<file path="src/rtl/assert_macros.svh">
// Assertion helpers included by the bitcrusher RTL file.
`ifndef ASSERT_MACROS_SVH
`define ASSERT_MACROS_SVH

// Check that a condition implies another in the same cycle.
`define ASSERT_SAME(label, clk, rst, ante, cons, msg) \
   label: assert property (@(posedge clk) disable iff (rst) (ante) |-> (cons)) \
      else $error(msg);

// Check that a condition implies another in the following cycle.
`define ASSERT_NEXT(label, clk, rst, ante, cons, msg) \
   label: assert property (@(posedge clk) disable iff (rst) (ante) |=> (cons)) \
      else $error(msg);

`endif

</file>
<file path="src/rtl/bsh_pkg.sv">
package bsh_pkg;

   // Default sample width
   localparam int SAMPLE_BITS_DEF = 16;

   // Noise generator seed
   localparam logic [31:0] RNG_SEED = 32'h9E3779B9;

   // Configuration port
   localparam int CSR_ADDR_W = 3;
   localparam int CSR_DATA_W = 16;

   typedef enum logic [CSR_ADDR_W-1:0] {
      CSR_QUANT_BITS      = 3'd0,
      CSR_DOWNSAMPLE_BASE = 3'd1,
      CSR_JITTER_SPAN     = 3'd2,
      CSR_NOISE_SCALE     = 3'd3,
      CSR_WRAP_GAIN       = 3'd4,
      CSR_MIX_LEVEL       = 3'd5
   } csr_index_type;

   // Register reset values
   localparam logic [3:0]  QUANT_RST  = 4'd15;
   localparam logic [6:0]  BASE_RST   = 7'd1;
   localparam logic [5:0]  JSPAN_RST  = 6'd0;
   localparam logic [9:0]  NSCALE_RST = 10'd0;
   localparam logic [15:0] WGAIN_RST  = 16'd8192;
   localparam logic [15:0] MIX_RST    = 16'd32768;

   // Longest hold the 7-bit counter supports
   localparam logic [7:0] MAX_HOLD = 8'd128;

   // Serial multiplier step counts, minus one
   localparam logic [3:0] JIT_STEPS_M1   = 4'd6;
   localparam logic [3:0] NOISE_STEPS_M1 = 4'd9;
   localparam logic [3:0] WRAP_STEPS_M1  = 4'd15;
   localparam logic [3:0] MIX_STEPS_M1   = 4'd15;

   // One xorshift32 advance (shifts 13, 17, 5)
   function automatic logic [31:0] xorshift32(input logic [31:0] x);
      logic [31:0] a;
      logic [31:0] b;
      logic [31:0] c;
      a = x ^ (x << 13);
      b = a ^ (a >> 17);
      c = b ^ (b << 5);
      return c;
   endfunction

endpackage

</file>
<file path="src/rtl/bitcrusher_sample_hold_wrap.sv">
// Sample-and-hold bitcrusher with jittered hold length, noise and wrap drive.
// Request channel (req_*): one signed sample per request, taken while the
// block is idle. Response channel (rsp_*): one signed sample per request,
// held in an output register until the receiver takes it.
// Configuration (csr_*): write-only registers, to be written only while the
// block idles; the user is bound to this, the block does not enforce it.
// Every request runs through one shared shift-add multiplier that consumes
// one multiplier bit per cycle: jitter draw, then on a reload optional noise
// scaling and wrap gain, then output level; a kept held sample skips the
// noise and wrap gain. The next request is taken the cycle after the
// response is registered.
// A stalled receiver holds the response; a finished result waits in the
// final state until the output register frees, while one earlier response
// can still be pending. Reset clears the hold counter and held sample,
// reseeds the generator and loads the register defaults; there is no
// clearing pass.
`include "assert_macros.svh"

module bitcrusher_sample_hold_wrap #(
   parameter int SAMPLE_BITS = bsh_pkg::SAMPLE_BITS_DEF
) (
   input  logic                                   clock,
   input  logic                                   reset,
   // request
   input  logic                                   req_tvalid,
   output logic                                   req_tready,
   input  logic [((SAMPLE_BITS+7)/8)*8-1:0]       req_tdata,  // sample_in
   // response
   output logic                                   rsp_tvalid,
   input  logic                                   rsp_tready,
   output logic [((SAMPLE_BITS+7)/8)*8-1:0]       rsp_tdata,  // sample_out
   // configuration
   input  logic                                   csr_we,
   input  logic [bsh_pkg::CSR_ADDR_W-1:0]         csr_addr,
   input  logic [bsh_pkg::CSR_DATA_W-1:0]         csr_wdata
);

   localparam int FRAC_BITS = SAMPLE_BITS - 1;
   localparam int DATA_W    = ((SAMPLE_BITS + 7) / 8) * 8;
   localparam int SUM_W     = ((SAMPLE_BITS > 11) ? SAMPLE_BITS : 11) + 1;
   localparam int ACC_W     = SUM_W + 16;
   localparam int SH_W      = $clog2(FRAC_BITS + 1);
   localparam int CMP_W     = (SH_W > 4) ? SH_W : 4;
   localparam logic signed [ACC_W-1:0] OUT_MAX = ACC_W'((64'sd1 <<< FRAC_BITS) - 64'sd1);
   localparam logic signed [ACC_W-1:0] OUT_MIN = ~OUT_MAX;

   typedef enum logic [3:0] {
      ST_IDLE,
      ST_JIT,
      ST_DECIDE,
      ST_NOISE,
      ST_QUANT,
      ST_WRAP,
      ST_HELD,
      ST_MIX,
      ST_OUT
   } state_type;

   state_type                state_ff, state_in;
   logic [SAMPLE_BITS-1:0]   smp_ff, smp_in;
   logic [31:0]              rng_ff, rng_in;
   logic [6:0]               hold_ff, hold_in;
   logic [SAMPLE_BITS-1:0]   held_ff, held_in;
   logic signed [ACC_W-1:0]  acc_ff, acc_in;
   logic signed [ACC_W-1:0]  mcand_ff, mcand_in;
   logic [15:0]              mplier_ff, mplier_in;
   logic [3:0]               step_ff, step_in;
   logic [3:0]               quant_ff, quant_in;
   logic [6:0]               base_ff, base_in;
   logic [5:0]               jspan_ff, jspan_in;
   logic [9:0]               nscale_ff, nscale_in;
   logic [15:0]              wgain_ff, wgain_in;
   logic [15:0]              mix_ff, mix_in;
   logic                     rsp_valid_ff, rsp_valid_in;
   logic [SAMPLE_BITS-1:0]   rsp_data_ff, rsp_data_in;

   logic [31:0]              rng_step;
   logic                     mul_last;
   logic signed [ACC_W-1:0]  acc_add;
   logic [6:0]               jitter;
   logic [7:0]               len_raw;
   logic [7:0]               len_clip;
   logic [7:0]               hold_next;
   logic                     reload;
   logic signed [10:0]       noise;
   logic signed [SUM_W-1:0]  sum_raw;
   logic [SH_W-1:0]          sh;
   logic [SUM_W-1:0]         qmask;
   logic signed [SUM_W-1:0]  sum_q;
   logic [SAMPLE_BITS-1:0]   held_new;
   logic signed [ACC_W-1:0]  o_full;
   logic [SAMPLE_BITS-1:0]   o_sat;

   // Shared datapath pieces
   assign rng_step  = bsh_pkg::xorshift32(rng_ff);
   assign mul_last  = (step_ff == 4'd0);
   assign acc_add   = acc_ff + (mplier_ff[0] ? mcand_ff : '0);
   assign jitter    = acc_ff[22:16];
   assign len_raw   = {1'b0, base_ff} + {1'b0, jitter};
   assign hold_next = {1'b0, hold_ff} + 8'd1;
   assign noise     = acc_ff[25:15];
   assign sum_raw   = SUM_W'($signed(smp_ff)) + SUM_W'(noise);
   assign held_new  = acc_ff[13 +: SAMPLE_BITS];
   assign o_full    = acc_ff >>> FRAC_BITS;

   // Clamp hold length to 1..128
   always_comb begin
      priority if (len_raw == 8'd0) begin
         len_clip = 8'd1;
      end else if (len_raw > bsh_pkg::MAX_HOLD) begin
         len_clip = bsh_pkg::MAX_HOLD;
      end else begin
         len_clip = len_raw;
      end
   end

   assign reload = (hold_next >= len_clip);

   // Floor to quant_bits fractional bits
   always_comb begin
      if (CMP_W'(quant_ff) < CMP_W'(FRAC_BITS)) begin
         sh = SH_W'(CMP_W'(FRAC_BITS) - CMP_W'(quant_ff));
      end else begin
         sh = '0;
      end
      for (int i = 0; i < SUM_W; i++) begin
         qmask[i] = (i >= int'(sh));
      end
   end

   assign sum_q = sum_raw & $signed(qmask);

   // Saturate output level product
   always_comb begin
      priority if (o_full > OUT_MAX) begin
         o_sat = OUT_MAX[SAMPLE_BITS-1:0];
      end else if (o_full < OUT_MIN) begin
         o_sat = OUT_MIN[SAMPLE_BITS-1:0];
      end else begin
         o_sat = o_full[SAMPLE_BITS-1:0];
      end
   end

   // Sequencer and register next values
   always_comb begin
      state_in     = state_ff;
      smp_in       = smp_ff;
      rng_in       = rng_ff;
      hold_in      = hold_ff;
      held_in      = held_ff;
      acc_in       = acc_ff;
      mcand_in     = mcand_ff;
      mplier_in    = mplier_ff;
      step_in      = step_ff;
      quant_in     = quant_ff;
      base_in      = base_ff;
      jspan_in     = jspan_ff;
      nscale_in    = nscale_ff;
      wgain_in     = wgain_ff;
      mix_in       = mix_ff;
      rsp_valid_in = rsp_valid_ff;
      rsp_data_in  = rsp_data_ff;

      // Write configuration
      if (csr_we) begin
         unique case (bsh_pkg::csr_index_type'(csr_addr))
            bsh_pkg::CSR_QUANT_BITS:      quant_in  = csr_wdata[3:0];
            bsh_pkg::CSR_DOWNSAMPLE_BASE: base_in   = csr_wdata[6:0];
            bsh_pkg::CSR_JITTER_SPAN:     jspan_in  = csr_wdata[5:0];
            bsh_pkg::CSR_NOISE_SCALE:     nscale_in = csr_wdata[9:0];
            bsh_pkg::CSR_WRAP_GAIN:       wgain_in  = csr_wdata[15:0];
            bsh_pkg::CSR_MIX_LEVEL:       mix_in    = csr_wdata[15:0];
            default: ;
         endcase
      end

      // Drop response once taken
      if (rsp_valid_ff && rsp_tready) begin
         rsp_valid_in = 1'b0;
      end

      unique case (state_ff)
         ST_IDLE: begin
            if (req_tvalid) begin
               smp_in    = req_tdata[SAMPLE_BITS-1:0];
               rng_in    = rng_step;
               acc_in    = '0;
               mcand_in  = ACC_W'(rng_step[31:16]);
               mplier_in = 16'({1'b0, jspan_ff} + 7'd1);
               step_in   = bsh_pkg::JIT_STEPS_M1;
               state_in  = ST_JIT;
            end
         end
         ST_JIT, ST_NOISE, ST_WRAP, ST_MIX: begin
            // Advance the serial multiplier one bit
            acc_in    = acc_add;
            mcand_in  = mcand_ff <<< 1;
            mplier_in = mplier_ff >> 1;
            step_in   = step_ff - 4'd1;
            if (mul_last) begin
               unique case (state_ff)
                  ST_JIT:   state_in = ST_DECIDE;
                  ST_NOISE: state_in = ST_QUANT;
                  ST_WRAP:  state_in = ST_HELD;
                  default:  state_in = ST_OUT;
               endcase
            end
         end
         ST_DECIDE: begin
            acc_in = '0;
            if (reload) begin
               hold_in = '0;
               if (nscale_ff != 10'd0) begin
                  rng_in    = rng_step;
                  mcand_in  = ACC_W'($signed({~rng_step[31], rng_step[30:16]}));
                  mplier_in = 16'(nscale_ff);
                  step_in   = bsh_pkg::NOISE_STEPS_M1;
                  state_in  = ST_NOISE;
               end else begin
                  state_in = ST_QUANT;
               end
            end else begin
               hold_in   = hold_next[6:0];
               mcand_in  = ACC_W'($signed(held_ff));
               mplier_in = mix_ff;
               step_in   = bsh_pkg::MIX_STEPS_M1;
               state_in  = ST_MIX;
            end
         end
         ST_QUANT: begin
            acc_in    = '0;
            mcand_in  = ACC_W'(sum_q);
            mplier_in = wgain_ff;
            step_in   = bsh_pkg::WRAP_STEPS_M1;
            state_in  = ST_WRAP;
         end
         ST_HELD: begin
            held_in   = held_new;
            acc_in    = '0;
            mcand_in  = ACC_W'($signed(held_new));
            mplier_in = mix_ff;
            step_in   = bsh_pkg::MIX_STEPS_M1;
            state_in  = ST_MIX;
         end
         ST_OUT: begin
            if (!rsp_valid_ff || rsp_tready) begin
               rsp_data_in  = o_sat;
               rsp_valid_in = 1'b1;
               state_in     = ST_IDLE;
            end
         end
         default: state_in = ST_IDLE;
      endcase
   end

   // Hold state and registered outputs
   always_ff @(posedge clock) begin
      smp_ff      <= smp_in;
      acc_ff      <= acc_in;
      mcand_ff    <= mcand_in;
      mplier_ff   <= mplier_in;
      step_ff     <= step_in;
      rsp_data_ff <= rsp_data_in;
      if (reset) begin
         state_ff     <= ST_IDLE;
         rng_ff       <= bsh_pkg::RNG_SEED;
         hold_ff      <= '0;
         held_ff      <= '0;
         quant_ff     <= bsh_pkg::QUANT_RST;
         base_ff      <= bsh_pkg::BASE_RST;
         jspan_ff     <= bsh_pkg::JSPAN_RST;
         nscale_ff    <= bsh_pkg::NSCALE_RST;
         wgain_ff     <= bsh_pkg::WGAIN_RST;
         mix_ff       <= bsh_pkg::MIX_RST;
         rsp_valid_ff <= 1'b0;
      end else begin
         state_ff     <= state_in;
         rng_ff       <= rng_in;
         hold_ff      <= hold_in;
         held_ff      <= held_in;
         quant_ff     <= quant_in;
         base_ff      <= base_in;
         jspan_ff     <= jspan_in;
         nscale_ff    <= nscale_in;
         wgain_ff     <= wgain_in;
         mix_ff       <= mix_in;
         rsp_valid_ff <= rsp_valid_in;
      end
   end

   assign req_tready = (state_ff == ST_IDLE);
   assign rsp_tvalid = rsp_valid_ff;
   assign rsp_tdata  = DATA_W'(rsp_data_ff);

   // Checks
   `ASSERT_SAME(a_rng_nonzero, clock, reset, 1'b1, rng_ff != 32'd0,
      "noise generator reached the all-zero state")
   `ASSERT_NEXT(a_accept_starts, clock, reset, req_tvalid && req_tready,
      state_ff == ST_JIT, "accepted request did not start the jitter draw")
   `ASSERT_NEXT(a_reload_clears, clock, reset, state_ff == ST_DECIDE && reload,
      hold_ff == 7'd0, "hold counter not cleared on reload")
   `ASSERT_SAME(a_rsp_from_out, clock, reset, $rose(rsp_valid_ff),
      $past(state_ff == ST_OUT), "response raised outside the output state")

endmodule

</file>
<file path="config.mk">
export PLATFORM = sky130hd
export DESIGN_NAME = bitcrusher_sample_hold_wrap
export DESIGN_NICKNAME = d
export VERILOG_FILES = /design/src/rtl/bsh_pkg.sv /design/src/rtl/bitcrusher_sample_hold_wrap.sv
export VERILOG_INCLUDE_DIRS = /design/src /design/src/rtl
export SDC_FILE = /design/constraint.sdc
export NUM_CORES = 1
export LEC_CHECK = 0
export ABC_AREA = 1
export BUFFER_PORTS_ARGS = -buffer_cell sky130_fd_sc_hd__buf_4
export CAP_MARGIN = 25
export CORE_ASPECT_RATIO = 1.2
export CORE_MARGIN = 2
export CORE_UTILIZATION = 55
export DETAILED_ROUTE_END_ITERATION = 6
export PLACE_DENSITY_LB_ADDON = 0.3
export SETUP_SLACK_MARGIN = 0.15
export SLEW_MARGIN = 30
export SYNTH_ARGS = -nofsm -noshare
export SYNTH_HDL_FRONTEND = slang
export SYNTH_SLANG_ARGS = --single-unit
</file>
<file path="constraint.sdc">
create_clock -name clock -period 6.56 [get_ports clock]
set_input_delay 0.984 -clock clock [delete_from_list [all_inputs] [get_ports clock]]
set_output_delay 0.984 -clock clock [all_outputs]
set_load 0.01 [all_outputs]
</file>
# Word-level counts from Yosys, hierarchy flattened
# Cells that the tools add are included.
# Widths: inputs -> output; s select.
# classes
n_addsub	7
multipliers	0
div_mod_pow	0
magnitude_cmp	20
n_eq_ne	19
n_shift	0
mux	34
bitwise	5
reduce_logical	28
# ops
op	count
$mux 33	5
$pmux 33 s5	1
$pmux 33 s3	1
$mux 32	3
$pmux 16 s5	1
$mux 16	4
$pmux 32 s2	1
$xor 32x32->32	2
$add 33x33->33	1
$mux 4	8
$xor 32x15->32	1
$ge 4x4->1 const A	7
$pmux 4 s6	1
$gt 18x16->1 const B	1
$lt 18x16->1 const B	1
$reduce_and 2->1	9
$add 16x11->17	1
$and 17x16->17	1
$eq 4x3->1 const B	4
$ge 3x4->1 const A	4
$mux 8	2
$pmux 4 s4	1
$pmux 4 s3	1
$ne 2x2->1 const B	5
37 further kinds	47
# word_totals
register_bits	237
latch_bits	0
ram_bits	0
mem_bits_ro	0
input_bits	40
out_inout_bits	18
mem_count	0

# Logic depth before layout (Yosys ltp)
# depth
depth_word	7
depth_mapped	22
depth_no_buf	22

# Worst setup path after synthesis
# No wires, ideal clock.
# synth_path
path_type	register to register
start	reg acc_ff[16]
end	reg mcand_ff[0], enable pin
arrival_time_ps	3925
required_ps	6157
path_slack_ps	2231
stages_incl_launch_ff	21
n_path_buf	1
period_less_slack_ps	4329
path_cell_list	edfxtp_1 ha_1 fa_1 xor2_1 nor3_1 nand2_1 nor2_1 nand3_1 nand2_1 nand2_1 ha_1 nand2_1 nand3_1 nand2_1 nand2_1 nand2_2 nand2_1 buf_2 nand2_1 o21ai_0 inv_1
# synth_between
elab_chain_cells	7
# synth_rtl
element	line_no	rtl
start, declared	bitcrusher_sample_hold_wrap.sv:64	logic signed [ACC_W-1:0] acc_ff, acc_in;
start signal, assigned	bitcrusher_sample_hold_wrap.sv:259	acc_ff <= acc_in;
$add 7x7->8 *	bitcrusher_sample_hold_wrap.sv:99	assign len_raw = {1'b0, base_ff} + {1'b0, jitter};
$gt 8x8->1	bitcrusher_sample_hold_wrap.sv:110	end else if (len_raw > bsh_pkg::MAX_HOLD) begin
$mux 8	bitcrusher_sample_hold_wrap.sv:110	
$mux 8 *	bitcrusher_sample_hold_wrap.sv:108	priority if (len_raw == 8'd0) begin
$ge 8x8->1 *	bitcrusher_sample_hold_wrap.sv:117	assign reload = (hold_next >= len_clip);
$ne 3x3->1 (no line) *	--	
$reduce_and 3->1 (no line) *	--	
end signal, assigned	bitcrusher_sample_hold_wrap.sv:260	mcand_ff <= mcand_in;
end, declared	bitcrusher_sample_hold_wrap.sv:65	logic signed [ACC_W-1:0] mcand_ff, mcand_in;
# Every way passes the cells marked *; elsewhere a longest branch is shown, timed or not.
# A chain may end at the register's enable or synchronous reset.

# Worst setup path after layout
# layout_path
start	reg acc_ff[16]
end	reg mcand_ff[28], enable pin
# The elaborated chain is that of the path after synthesis.

==> reports/results.tsv <==
stage	metric	value	unit
status	run status	finished clean	
global_route	initial antenna violation count	0	
cts	CTS buffer count	26	
cts	CTS H-tree lvls	1	
global_route	largest net degree at the start of global routing	75	
route	met3 WL post-DR	2799	um
timing	fmax	0.2309	GHz
layout	register area	0.005926	mm2
pwr	Power Density	506.4	mW/mm2
timing	Least-Margin Pin Slew	0.8041	ns
timing	Pins Over Slew Limit	0	
timing	RSZ-0062 raised after global routing	no	
floorplanning	io pins	58	
placement	DP Worst Slack	2.295	ns
placement	Final HPWL DP	29830	um
synth	Cells after Synth	1981	
worst_setup_path	cell chain of the critical path	ha_1 -> fa_1 -> xor2_1 -> nor3_1 -> nand2_1 -> nor2_1 -> nand3_1 -> nand2_1 -> nand2_1 -> ha_1 -> nand2_1 -> nand3_1 -> nand2_1 -> nand2_1 -> nand2_2 -> nand2_1 -> buf_4 -> nand2_1 -> o21ai_0 -> inv_4	
synth	synth unique cells	45	
cts	setup bufs post-CTS	0	
timing	Final min period	4.330	ns
synth	Async SR Flop Fraction	0	%
layout	final core utilization	62.08	%
synth	register area share after synthesis	41.21	%
synth	cell area after synthesis	0.01438	mm2
synth	Post-synth top flop	dfxtp_1	
cts	clock sink total	237	
cts	post-cts sizing count	0	
cts	buffer depth of the longest clock path	3	
job	max cap viols	0	
layout	design area	0.01591	mm2
worst_setup_path	Critical Path RT	6.73	ns
layout	fraction of layout cells with a size suffix above 1	6.663	%
route	Vias per Instance	5.534	
placement	gp weighted congestion	0.9333	
timing	TNS Setup	0	ns
layout	Layout area overhead	10.62	%
synth	EDFF count, synth	118	
route	initial DRC count	1212	
route	antenna-violating nets left	0	
floorplanning	Cell Rows	64	
placement	port buffer count	57	
worst_setup_path	Setup CP Type	reg -> reg	
synth	#FFs+latches synth	237	
worst_setup_path	largest fanout on the critical path	49	
floorplanning	die height	181.1	um
route	met1 WL	15990	um
route	via count	13120	
route	post-DR wirelength/cell	16.96	um
worst_setup_path	CP arrival	4.50	ns
layout	fin nets	2131	
synth	synthesized area per cell	7.259	um2
worst_setup_path	CP Capture Type	register	
route	WL met2	19780	um
global_route	All-Layer GR Usage	29.30	%
pwr	Peak supply drop	0.2394	mV
cts	worst skew pair latency	0.53	ns
worst_setup_path	critical path buffer and inverter count	2	
route	DRC Markers	0	
route	top sig layer	met4	
synth	Net Count, Synth	2091	
global_route	Overflow after GRT	0	
route	Pre-antenna DRT Iters	6	
layout	fin cells	2371	
global_route	first-pass GRT wire length	63600	um
floorplanning	Chip Width	151.6	um
timing	Tcrit/Tclk final	66.01	%
timing	Fin. Hold Viols	0	
cts	root buffer cell	clkbuf_16	
cts	hold-fix buffers at CTS	0	
timing	Max-slew headroom	46.27	%
worst_setup_path	most used cell, CP	nand2_1	
worst_setup_path	crit path launch type	register	
floorplanning	core area	0.02562	mm2
pwr	static leakage	7.698	nW
worst_setup_path	crit path max-delay cell type	inv_4	
worst_setup_path	CP delay by family, top	simple AND/OR/NAND/NOR gates	
layout	FILL cells	2292	
layout	total inserted antenna cells	0	
floorplanning	die footprint	0.02746	mm2
global_route	vias in the first global route	12400	
route	Total Wirelength	40220	um
worst_hold_path	worst min-delay path category	reg -> reg	
placement	Cell Area, Placed	0.01507	mm2
synth	Synth Warn #	0	
placement	placed cell count	2323	
worst_setup_path	Worst path max stage delay	0.57	ns
cts	CTS tree	done	
timing	hold slack final	0.4615	ns
layout	area of the multi-input gates	0.007217	mm2
timing	endpoints failing setup	0	
floorplanning	Starting Density	56.12	%
timing	Final Skew	0.008377	ns
pwr	Final Power	8.056	mW
timing	Final WS setup	2.230	ns
cts	Worst-path clk slew	0.06	ns
[Yosys cell counts, types with 2 or more instances]
master / count / area share, %
o21bai_1: 6 / 0.31
fa_1: 3 / 0.42
nand4_1: 40 / 1.7
xor2_1: 42 / 2.6
nand3_1: 103 / 3.6
nor3_1: 15 / 0.52
o211ai_1: 8 / 0.42
inv_1: 261 / 6.8
nor2_1: 213 / 5.6
edfxtp_1: 118 / 25
clkbuf_1: 29 / 0.76
nand2_1: 591 / 15
buf_4: 6 / 0.31
a22o_1: 2 / 0.12
xnor2_1: 33 / 2.0
o21ai_0: 95 / 3.3
o21ai_1: 3 / 0.10
a31oi_1: 9 / 0.39
buf_2: 20 / 0.70
ha_1: 67 / 5.8
nand2_2: 4 / 0.17
or2_2: 6 / 0.26
o21a_1: 3 / 0.16
a21oi_1: 150 / 5.2
dfxtp_1: 119 / 17
nand3b_1: 9 / 0.47
nand3_2: 4 / 0.28
nor2_2: 4 / 0.17
and2_1: 2 / 0.087
[path summary, 6_finish.rpt]
kind | startpoint | to | slack [ns] | cells after the start
worst max register to register | acc_ff[16]$_SDFFCE_PP0P_ | mcand_ff[28]$_DFFE_PP_ | 2.23 | 20
worst min register to register | wgain_ff[13]$_SDFFE_PP1P_ | wgain_ff[13]$_SDFFE_PP1P_ | 0.46 | 2
worst max-delay path | acc_ff[16]$_SDFFCE_PP0P_ | mcand_ff[28]$_DFFE_PP_ | 2.23 | 20
worst min-delay path | wgain_ff[13]$_SDFFE_PP1P_ | wgain_ff[13]$_SDFFE_PP1P_ | 0.46 | 2
[placed cells by master (no fill, tap or decap), drive strengths merged, types with 2 or more instances in the layout]
cell and count:
nand2 596, inv 265, nor2 218, a21oi 150, dfxtp 119, edfxtp 118
nand3 108, o21ai 98, buf 69, ha 67, xor2 42, nand4 40
clkbuf 39, xnor2 34, nor3 15, nand3b 10, a31oi 9, o211ai 8
o21bai 6, or2 6, clkinv 4, o21a 3, fa 3, and2 2
a22o 2, bufinv 2
[power by group]
part | internal [mW] | total, mW | leakage, nW | switching [mW]
Sequential | 2.15 | 2.45 | 2.18 | 0.298
Clock | 0.859 | 1.46 | 0.410 | 0.605
Combinational | 1.33 | 4.15 | 5.11 | 2.81
[worst register-to-register path, stage by stage, from the launching register on]
cell      delay (ns)
edfxtp_1        0.52
ha_1            0.30
fa_1            0.42
xor2_1          0.18
nor3_1          0.14
nand2_1         0.07
nor2_1          0.13
nand3_1         0.09
nand2_1         0.11
nand2_1         0.07
ha_1            0.29
nand2_1         0.07
nand3_1         0.08
nand2_1         0.07
nand2_1         0.06
nand2_2         0.17
nand2_1         0.09
buf_4           0.23
nand2_1         0.10
o21ai_0         0.16
inv_4           0.57
[area by class of cell]
| cell class | instances | area share [%] |
|---|---|---|
| Clock buffer | 39 | 4.656 |
| Clock inverter | 9 | 0.6371 |
| Inverter | 263 | 6.237 |
| Timing Repair Buffer | 69 | 3.256 |
| Sequential cell | 237 | 37.25 |
| Tap cell | 330 | 2.596 |
| Multi-Input combinational cell | 1424 | 45.37 |
[layer usage]
metal	vias up	GRT usage [%]
li1	6477	-
met1	6042	37.03
met2	496	51.06
met3	106	3.586
met4	0	10.63
met5	-	0
[flip-flops by register name, summed over array words and instances, names as in the netlist, 10 cells and up]
signal,count
acc_ff,33
rsp_tdata,16
nscale_ff,10
mplier_ff,16
mix_ff,16
wgain_ff,16
smp_ff,16
mcand_ff,33
rng_ff,32
held_ff,16
[logic make-up (layout without fill, tap and decap cells)]
| kind of cell | after synthesis | in the layout | synth area share (%) |
|---|---|---|---|
| simple gates | 996 | 996 | 28.75 |
| buf+inv | 320 | 380 | 8.753 |
| compound gates | 282 | 282 | 10.36 |
| flops | 237 | 237 | 41.21 |
| xor+xnor | 76 | 76 | 4.681 |
| fa+ha+maj | 70 | 70 | 6.247 |
(Power assumes the default switching activity.)
